**src/sv/epcal_pkg.sv**
```systemverilog
// Shared types, constants and lookup functions of the epoch/calendar converter.
`timescale 1ns / 1ps
package epcal_pkg;

	localparam logic [15:0] YEAR_MIN       = 16'd1970;
	localparam logic [15:0] YEAR_MAX       = 16'd2199;
	localparam logic [15:0] YEAR_NO_LEAP   = 16'd2100;
	localparam logic [16:0] SECS_PER_HOUR  = 17'd3600;
	localparam logic [9:0]  DAY_ODD_FACTOR = 10'd675;
	localparam int unsigned DAY_SHIFT      = 7;

	// One result travelling down the pipe
	typedef struct packed {
		logic        op;
		logic [32:0] epoch;
		logic [15:0] year;
		logic [7:0]  month;
		logic [7:0]  mday;
		logic [7:0]  hour;
		logic [7:0]  minute;
		logic [7:0]  second;
		logic [2:0]  weekday;
		logic        time_valid;
		logic        converted;
	} res_t;

	// Result plus epoch split into whole days and seconds of day
	typedef struct packed {
		res_t        res;
		logic [16:0] days;
		logic [16:0] rem;
	} daysec_t;

	function automatic logic [8:0] days_before_month(input logic [3:0] idx);
		logic [8:0] v;
		unique case (idx)
			4'd0:    v = 9'd0;
			4'd1:    v = 9'd31;
			4'd2:    v = 9'd59;
			4'd3:    v = 9'd90;
			4'd4:    v = 9'd120;
			4'd5:    v = 9'd151;
			4'd6:    v = 9'd181;
			4'd7:    v = 9'd212;
			4'd8:    v = 9'd243;
			4'd9:    v = 9'd273;
			4'd10:   v = 9'd304;
			4'd11:   v = 9'd334;
			default: v = 9'd0;
		endcase
		return v;
	endfunction

	function automatic logic [4:0] days_in_month(input logic [3:0] idx);
		logic [4:0] v;
		unique case (idx)
			4'd1:                         v = 5'd28;
			4'd3, 4'd5, 4'd8, 4'd10:      v = 5'd30;
			default:                      v = 5'd31;
		endcase
		return v;
	endfunction

	// First day of year (March based) of month index mp
	function automatic logic [8:0] mp_day_offset(input logic [3:0] mp);
		logic [8:0] v;
		unique case (mp)
			4'd0:    v = 9'd0;
			4'd1:    v = 9'd31;
			4'd2:    v = 9'd61;
			4'd3:    v = 9'd92;
			4'd4:    v = 9'd122;
			4'd5:    v = 9'd153;
			4'd6:    v = 9'd184;
			4'd7:    v = 9'd214;
			4'd8:    v = 9'd245;
			4'd9:    v = 9'd275;
			4'd10:   v = 9'd306;
			4'd11:   v = 9'd337;
			default: v = 9'd0;
		endcase
		return v;
	endfunction

endpackage

```
**src/sv/epcal_e2c.sv**
```systemverilog
// Days and seconds of day to calendar fields and weekday.
`timescale 1ns / 1ps
module epcal_e2c (
	input  logic                 clk,
	input  logic                 arst_n,
	input  logic                 en,
	input  logic                 in_valid,
	input  epcal_pkg::daysec_t   in_ds,
	output logic                 out_valid,
	output epcal_pkg::res_t      out_res
);
	import epcal_pkg::*;

	logic [6:0] v_q;
	res_t       base_s6, base_s7, base_s8, base_s9, base_s10, base_s11, base_s12;
	logic       era_s6, era_s7, era_s8, era_s9, era_s10, era_s11, era_s12;

	// stage 6
	logic [22:0] ph;
	logic [16:0] w_in;
	logic [31:0] pw;
	logic [19:0] z;
	logic        era5;
	logic [17:0] doe;
	logic [16:0] rem_s6, w_in_s6;
	logic [5:0]  he_s6;
	logic [14:0] we_s6;
	logic [17:0] doe_s6;

	always_comb begin
		ph   = 23'(in_ds.rem) * 23'd36;
		w_in = in_ds.days + 17'd3;
		pw   = 32'(w_in) * 32'd18724;
		z    = 20'(in_ds.days) + 20'd719468;
		era5 = (z >= 20'd730485);
		doe  = 18'(z - (era5 ? 20'd730485 : 20'd584388));
	end

	// stage 7
	logic [16:0] rh;
	logic        hc;
	logic [16:0] rw;
	logic [25:0] p1460;
	logic [2:0]  c36;
	logic [4:0]  h_s7;
	logic [11:0] rh_s7;
	logic [2:0]  wd_s7, c36_s7;
	logic [17:0] doe_s7;
	logic [7:0]  q1460e_s7;
	logic        c146_s7;

	always_comb begin
		rh    = rem_s6 - 17'(he_s6) * SECS_PER_HOUR;
		hc    = (rh >= SECS_PER_HOUR);
		rw    = w_in_s6 - 17'(we_s6) * 17'd7;
		p1460 = 26'(doe_s6) * 26'd179;
		c36   = 3'(doe_s6 >= 18'd36524) + 3'(doe_s6 >= 18'd73048) +
			3'(doe_s6 >= 18'd109572) + 3'(doe_s6 >= 18'd146096);
	end

	// stage 8
	logic [17:0] r1460, t;
	logic [7:0]  q1460;
	logic [18:0] pm;
	logic [4:0]  h_s8;
	logic [11:0] rh_s8;
	logic [2:0]  wd_s8;
	logic [17:0] doe_s8, t_s8;
	logic [6:0]  mie_s8;

	always_comb begin
		r1460 = doe_s7 - 18'(q1460e_s7) * 18'd1460;
		q1460 = q1460e_s7 + {7'b0, r1460 >= 18'd1460};
		t     = doe_s7 - 18'(q1460) + 18'(c36_s7) - 18'(c146_s7);
		pm    = 19'(rh_s7) * 19'd68;
	end

	// stage 9
	logic [11:0] rmi;
	logic        mc;
	logic [27:0] py;
	logic [4:0]  h_s9;
	logic [5:0]  mi_s9, sec_s9;
	logic [2:0]  wd_s9;
	logic [17:0] doe_s9, t_s9;
	logic [9:0]  ye_s9;

	always_comb begin
		rmi = rh_s8 - 12'(mie_s8) * 12'd60;
		mc  = (rmi >= 12'd60);
		py  = 28'(t_s8) * 28'd718;
	end

	// stage 10
	logic [17:0] ry;
	logic [4:0]  h_s10;
	logic [5:0]  mi_s10, sec_s10;
	logic [2:0]  wd_s10;
	logic [17:0] doe_s10;
	logic [8:0]  yoe_s10;

	assign ry = t_s9 - 18'(ye_s9) * 18'd365;

	// stage 11
	logic [1:0]  c100;
	logic [17:0] doy_w;
	logic [4:0]  h_s11;
	logic [5:0]  mi_s11, sec_s11;
	logic [2:0]  wd_s11;
	logic [8:0]  yoe_s11, doy_s11;

	always_comb begin
		c100  = 2'(yoe_s10 >= 9'd100) + 2'(yoe_s10 >= 9'd200) + 2'(yoe_s10 >= 9'd300);
		doy_w = doe_s10 - (18'(yoe_s10) * 18'd365 + 18'(yoe_s10 >> 2) - 18'(c100));
	end

	// stage 12
	logic [10:0] x5;
	logic [14:0] pmp;
	logic [4:0]  h_s12;
	logic [5:0]  mi_s12, sec_s12;
	logic [2:0]  wd_s12;
	logic [8:0]  yoe_s12, doy_s12;
	logic [10:0] x5_s12;
	logic [3:0]  mpe_s12;

	always_comb begin
		x5  = 11'(doy_s11) * 11'd5 + 11'd2;
		pmp = 15'(x5) * 15'd13;
	end

	// stage 13: month, day, year, final result
	logic [10:0] rmp;
	logic [3:0]  mp, mo;
	logic [8:0]  dd;
	logic [15:0] yy;
	res_t        res;

	always_comb begin
		rmp = x5_s12 - 11'(mpe_s12) * 11'd153;
		mp  = mpe_s12 + {3'b0, rmp >= 11'd153};
		dd  = doy_s12 - mp_day_offset(mp) + 9'd1;
		mo  = (mp < 4'd10) ? mp + 4'd3 : mp - 4'd9;
		yy  = 16'(yoe_s12) + (era_s12 ? 16'd2000 : 16'd1600) + 16'(mo <= 4'd2);
		res = base_s12;
		res.weekday = base_s12.converted ? wd_s12 : 3'd0;
		if (base_s12.op) begin
			res.year       = yy;
			res.month      = 8'(mo);
			res.mday       = 8'(dd);
			res.hour       = 8'(h_s12);
			res.minute     = 8'(mi_s12);
			res.second     = 8'(sec_s12);
			res.time_valid = (yy <= YEAR_MAX);
		end
	end

	// one valid bit per stage 6..12, oldest at the top; out_valid goes with out_res
	always_ff @(posedge clk or negedge arst_n) begin
		if (!arst_n) begin
			v_q       <= '0;
			out_valid <= 1'b0;
		end else if (en) begin
			v_q       <= {v_q[5:0], in_valid};
			out_valid <= v_q[6];
		end
	end

	always_ff @(posedge clk) begin
		if (en) begin
			base_s6   <= in_ds.res;
			era_s6    <= era5;
			rem_s6    <= in_ds.rem;
			w_in_s6   <= w_in;
			he_s6     <= ph[22:17];
			we_s6     <= pw[31:17];
			doe_s6    <= doe;

			base_s7   <= base_s6;
			era_s7    <= era_s6;
			h_s7      <= 5'(he_s6 + {5'b0, hc});
			rh_s7     <= hc ? 12'(rh - SECS_PER_HOUR) : rh[11:0];
			wd_s7     <= (rw >= 17'd7) ? 3'(rw - 17'd7) : rw[2:0];
			doe_s7    <= doe_s6;
			q1460e_s7 <= p1460[25:18];
			c36_s7    <= c36;
			c146_s7   <= (doe_s6 == 18'd146096);

			base_s8   <= base_s7;
			era_s8    <= era_s7;
			h_s8      <= h_s7;
			rh_s8     <= rh_s7;
			wd_s8     <= wd_s7;
			doe_s8    <= doe_s7;
			t_s8      <= t;
			mie_s8    <= pm[18:12];

			base_s9   <= base_s8;
			era_s9    <= era_s8;
			h_s9      <= h_s8;
			mi_s9     <= 6'(mie_s8 + {6'b0, mc});
			sec_s9    <= mc ? 6'(rmi - 12'd60) : rmi[5:0];
			wd_s9     <= wd_s8;
			doe_s9    <= doe_s8;
			t_s9      <= t_s8;
			ye_s9     <= py[27:18];

			base_s10  <= base_s9;
			era_s10   <= era_s9;
			h_s10     <= h_s9;
			mi_s10    <= mi_s9;
			sec_s10   <= sec_s9;
			wd_s10    <= wd_s9;
			doe_s10   <= doe_s9;
			yoe_s10   <= 9'(ye_s9 + {9'b0, ry >= 18'd365});

			base_s11  <= base_s10;
			era_s11   <= era_s10;
			h_s11     <= h_s10;
			mi_s11    <= mi_s10;
			sec_s11   <= sec_s10;
			wd_s11    <= wd_s10;
			yoe_s11   <= yoe_s10;
			doy_s11   <= doy_w[8:0];

			base_s12  <= base_s11;
			era_s12   <= era_s11;
			h_s12     <= h_s11;
			mi_s12    <= mi_s11;
			sec_s12   <= sec_s11;
			wd_s12    <= wd_s11;
			yoe_s12   <= yoe_s11;
			doy_s12   <= doy_s11;
			x5_s12    <= x5;
			mpe_s12   <= pmp[14:11];

			out_res   <= res;
		end
	end

endmodule

```
**config.mk**
```make
export PLATFORM = sky130hd
export DESIGN_NAME = epcal_e2c
export DESIGN_NICKNAME = d
export VERILOG_FILES = /design/src/sv/epcal_pkg.sv /design/src/sv/epcal_e2c.sv
export SDC_FILE = /design/constraint.sdc
export NUM_CORES = 2
export LEC_CHECK = 0
export ABC_AREA = 1
export BUFFER_PORTS_ARGS = -buffer_cell sky130_fd_sc_hd__buf_2
export CORE_ASPECT_RATIO = 0.9
export CORE_UTILIZATION = 55
export DETAILED_ROUTE_END_ITERATION = 7
export PLACE_DENSITY = 0.72
export SKIP_CTS_REPAIR_TIMING = 1
export SYNTH_ARGS = -nofsm -noshare
export SYNTH_HDL_FRONTEND = slang
export SYNTH_SLANG_ARGS = --single-unit
```
**constraint.sdc**
```tcl
create_clock -name clk -period 12.5 [get_ports clk]
set_input_delay 2.5 -clock clk [delete_from_list [all_inputs] [get_ports clk]]
set_output_delay 2.5 -clock clk [all_outputs]
set_load 0.1 [all_outputs]
```
==> impl_metrics.py <==
metrics = {
    "status": {
        "status": "complete, no violations",
    },
    "place": {
        "io_buffers": 225,
        "place.gp.congestion": 0.887,
        "pre_cts_slack_ps": 3820,
        "place_hpwl_mm": 78.2,
    },
    "floorplan": {
        "fp-row-count": 114,
        "io_pins": 229,
        "die_w_um": 351,
        "core_um2": 108000,
        "start_util_pct": 55.8,
        "die_area_um2": 111000,
        "die_h_um": 316,
    },
    "clocking": {
        "root_buffer": "clkbuf_16",
        "clk_latency_ps": 700,
        "clk_path_buf_depth": 3,
        "h-tree-depth": 3,
        "tritoncts": "done",
        "cts_made_buffers": 108,
        "clk_pin_slew_ps": 60,
        "clock_sinks": 1116,
    },
    "worst_setup_path": {
        "rrSetupSlack_ps": 3860,
        "max_stage_delay_ps": 540,
        "worstReg2RegStart": "q1460e_s7[5]$_DFFE_PP_",
        "arrival_ps": 9070,
        "r2r-end": "t_s8[12]$_DFFE_PP_",
        "crit_path_frequent_cell": "nand2_1",
        "crit_required_ps": 12930,
        "end_kind": "register",
        "crit_type": "reg2reg",
        "endpoint": "t_s8[12]$_DFFE_PP_",
        "crit_fanout": 5,
        "crit_path_start_kind": "register",
        "r2r_cells": 43,
        "cpMaxStageDelayCell": "fa_1",
        "startpoint": "q1460e_s7[5]$_DFFE_PP_",
    },
    "sta": {
        "max_slew.worst_pin.slew_ps": 1040,
        "hold_viol_final": 0,
        "clock_skew_ps": 23.5,
        "relSlewSlack_pct": 30.4,
        "post-route-min-period_ps": 8640,
        "setup_ws_ps": 3860,
        "fin_setup_tns_ps": 0,
        "setup_viol": 0,
        "fmax_mhz": 116,
        "rsz0062_at_grt": "no",
        "slew_violations": 0,
        "fin_crit_sh_pct": 69.1,
    },
    "yosys": {
        "ys_async_sr_fraction_pct": 0.717,
        "synth_area_leader_cell": "edfxtp_1",
        "syn_inst": 4785,
        "seq_area_frac_synth_pct": 55.5,
        "synth.avg_cell_area_um2": 12.6,
        "syn_nets": 5865,
        "synth_top_area_share_pct": 55.2,
        "ys_warn_count": 0,
        "ys_types": 56,
        "synth_area_um2": 60300,
        "synth-seq-cells": 1116,
        "synth-edff-count": 1108,
        "synthFlopType": "edfxtp_1",
        "synth_area_leaders": "edfxtp_1, ha_1, fa_1, inv_1, nand2_1",
    },
    "route": {
        "routedWlPerCell_um": 15.7,
        "vias_per_cell": 5.07,
        "vias": 33700,
        "firstDrtPassIters": 7,
        "detail-route-antenna-nets": 0,
        "postRouteWirelength_mm": 104,
        "drc": 0,
        "drtIter0Drc": 2019,
    },
    "layout": {
        "syn_to_final_growth_pct": 10.7,
        "layout-drive-gt1-share_pct": 8.25,
        "layout_common_cells": "edfxtp_1, inv_1, nand2_1",
        "fin_nets": 6198,
        "n_antenna_cell": 0,
        "mostFrequentLayoutCell": "edfxtp_1",
    },
    "job": {
        "cap_violations": 0,
    },
    "worst_hold_path": {
        "hp-class": "reg2reg",
        "min_path_cells": 0,
    },
    "global_routing": {
        "grt_antenna_before_repair": 4,
        "grt_pass1_vias": 33800,
        "grt_max_degree": 184,
        "overflow": 0,
        "grt_usage_pct": 19.2,
        "grt_pass1_wl_mm": 168,
    },
}
synth_stat cells, drive strengths merged, types with 11 or more instances:
library cell and instances:
xor2 160, or2 11, fa 280, a21oi 232, ha 667, edfxtp 1108, xnor2 77, inv 822
nand3 164, nand2 677, a211oi 15, nand4 52, clkbuf 13, nor2 225, a21o 22, nor3 32
o21bai 12, o21ai 126, a31oi 11
area by class of cell:
| cell class | count | area, µm² |
|---|---|---|
| Timing Repair Buffer | 238 | 1260 |
| Clock buffer | 137 | 2840 |
| Multi-Input combinational cell | 2832 | 23700 |
| Clock inverter | 57 | 584 |
| Sequential cell | 1116 | 33500 |
| Fill cell | 8339 | 41200 |
| Inverter | 822 | 3090 |
| Tap cell | 1450 | 1810 |
registers in the layout, indices dropped and copies added (netlist names), 10 cells and up:
| register | flops |
|---|---|
| rh_s8 | 12 |
| t_s8 | 18 |
| base_s6 | 92 |
| base_s7 | 92 |
| base_s11 | 92 |
| base_s8 | 92 |
| doe_s7 | 18 |
| rh_s7 | 12 |
| ye_s9 | 10 |
| base_s9 | 92 |
| t_s9 | 18 |
| we_s6 | 15 |
| base_s10 | 92 |
| doe_s6 | 18 |
| base_s12 | 92 |
| w_in_s6 | 17 |
| x5_s12 | 11 |
| out_res | 95 |
| rem_s6 | 17 |
cell families (layout without fill, tap and decap cells):
| logic type | after synthesis | after routing | share of synthesized area (%) |
|---|---|---|---|
| adder cells (fa/ha/maj) | 947 | 947 | 23.1 |
| AO/OA/AOI/OAI | 463 | 463 | 4.32 |
| XOR/XNOR | 237 | 237 | 3.48 |
| AND/OR/NAND/NOR | 1185 | 1185 | 8.34 |
| buffers and inverters | 837 | 1254 | 5.22 |
| flip-flops | 1116 | 1116 | 55.5 |
layer usage:
metal  vias to the layer above  track usage [%]  wire length (µm)
met5                         -                0                 0
met2                       546             32.5             50700
met3                       158             3.05              3940
li1                      16900                -                 -
met1                     16100             25.9             47500
met4                         0             4.70              2180
through the flow:
step / utilization [%] / hold WS [ps] / std cells / instance area (µm²)
6_report: 61.8 / 402 / 6652 / 66700
3_5_place_dp: 58.6 / 405 / 6458 / 63300
4_1_cts: 61.8 / 409 / 6652 / 66700
5_1_grt: 61.8 / 418 / 6652 / 66700
3_3_place_gp: 58.6 / 400 / 6458 / 63300
2_1_floorplan: - / 400 / 4785 / 60300
worst max-delay path: cells and delay by family (launching register included):
| family | cells | cell delay [ps] |
|---|---|---|
| XOR/XNOR | 2 | 230 |
| buffers and inverters | 9 | 490 |
| AND/OR/NAND/NOR | 15 | 1530 |
| AO/OA/AOI/OAI | 6 | 1020 |
| flip-flops | 1 | 500 |
| adder cells (fa/ha/maj) | 11 | 4600 |
how the worst min path moves through the flow:
| stage | start | end |
|---|---|---|
| finish | base_s9[52]$_DFFE_PP_ | base_s10[52]$_DFFE_PP_ |
| global route | base_s7[60]$_DFFE_PP_ | base_s8[60]$_DFFE_PP_ |
| CTS | base_s9[57]$_DFFE_PP_ | base_s10[57]$_DFFE_PP_ |
| detailed placement | base_s9[10]$_DFFE_PP_ | base_s10[10]$_DFFE_PP_ |
| global placement | base_s9[66]$_DFFE_PP_ | base_s10[66]$_DFFE_PP_ |
| floorplan | base_s9[0]$_DFFE_PP_ | base_s10[0]$_DFFE_PP_ |
Power is left out: the tool's default activity adds up to more than one toggle a clock period on the data nets, which glitch-free logic cannot reach.
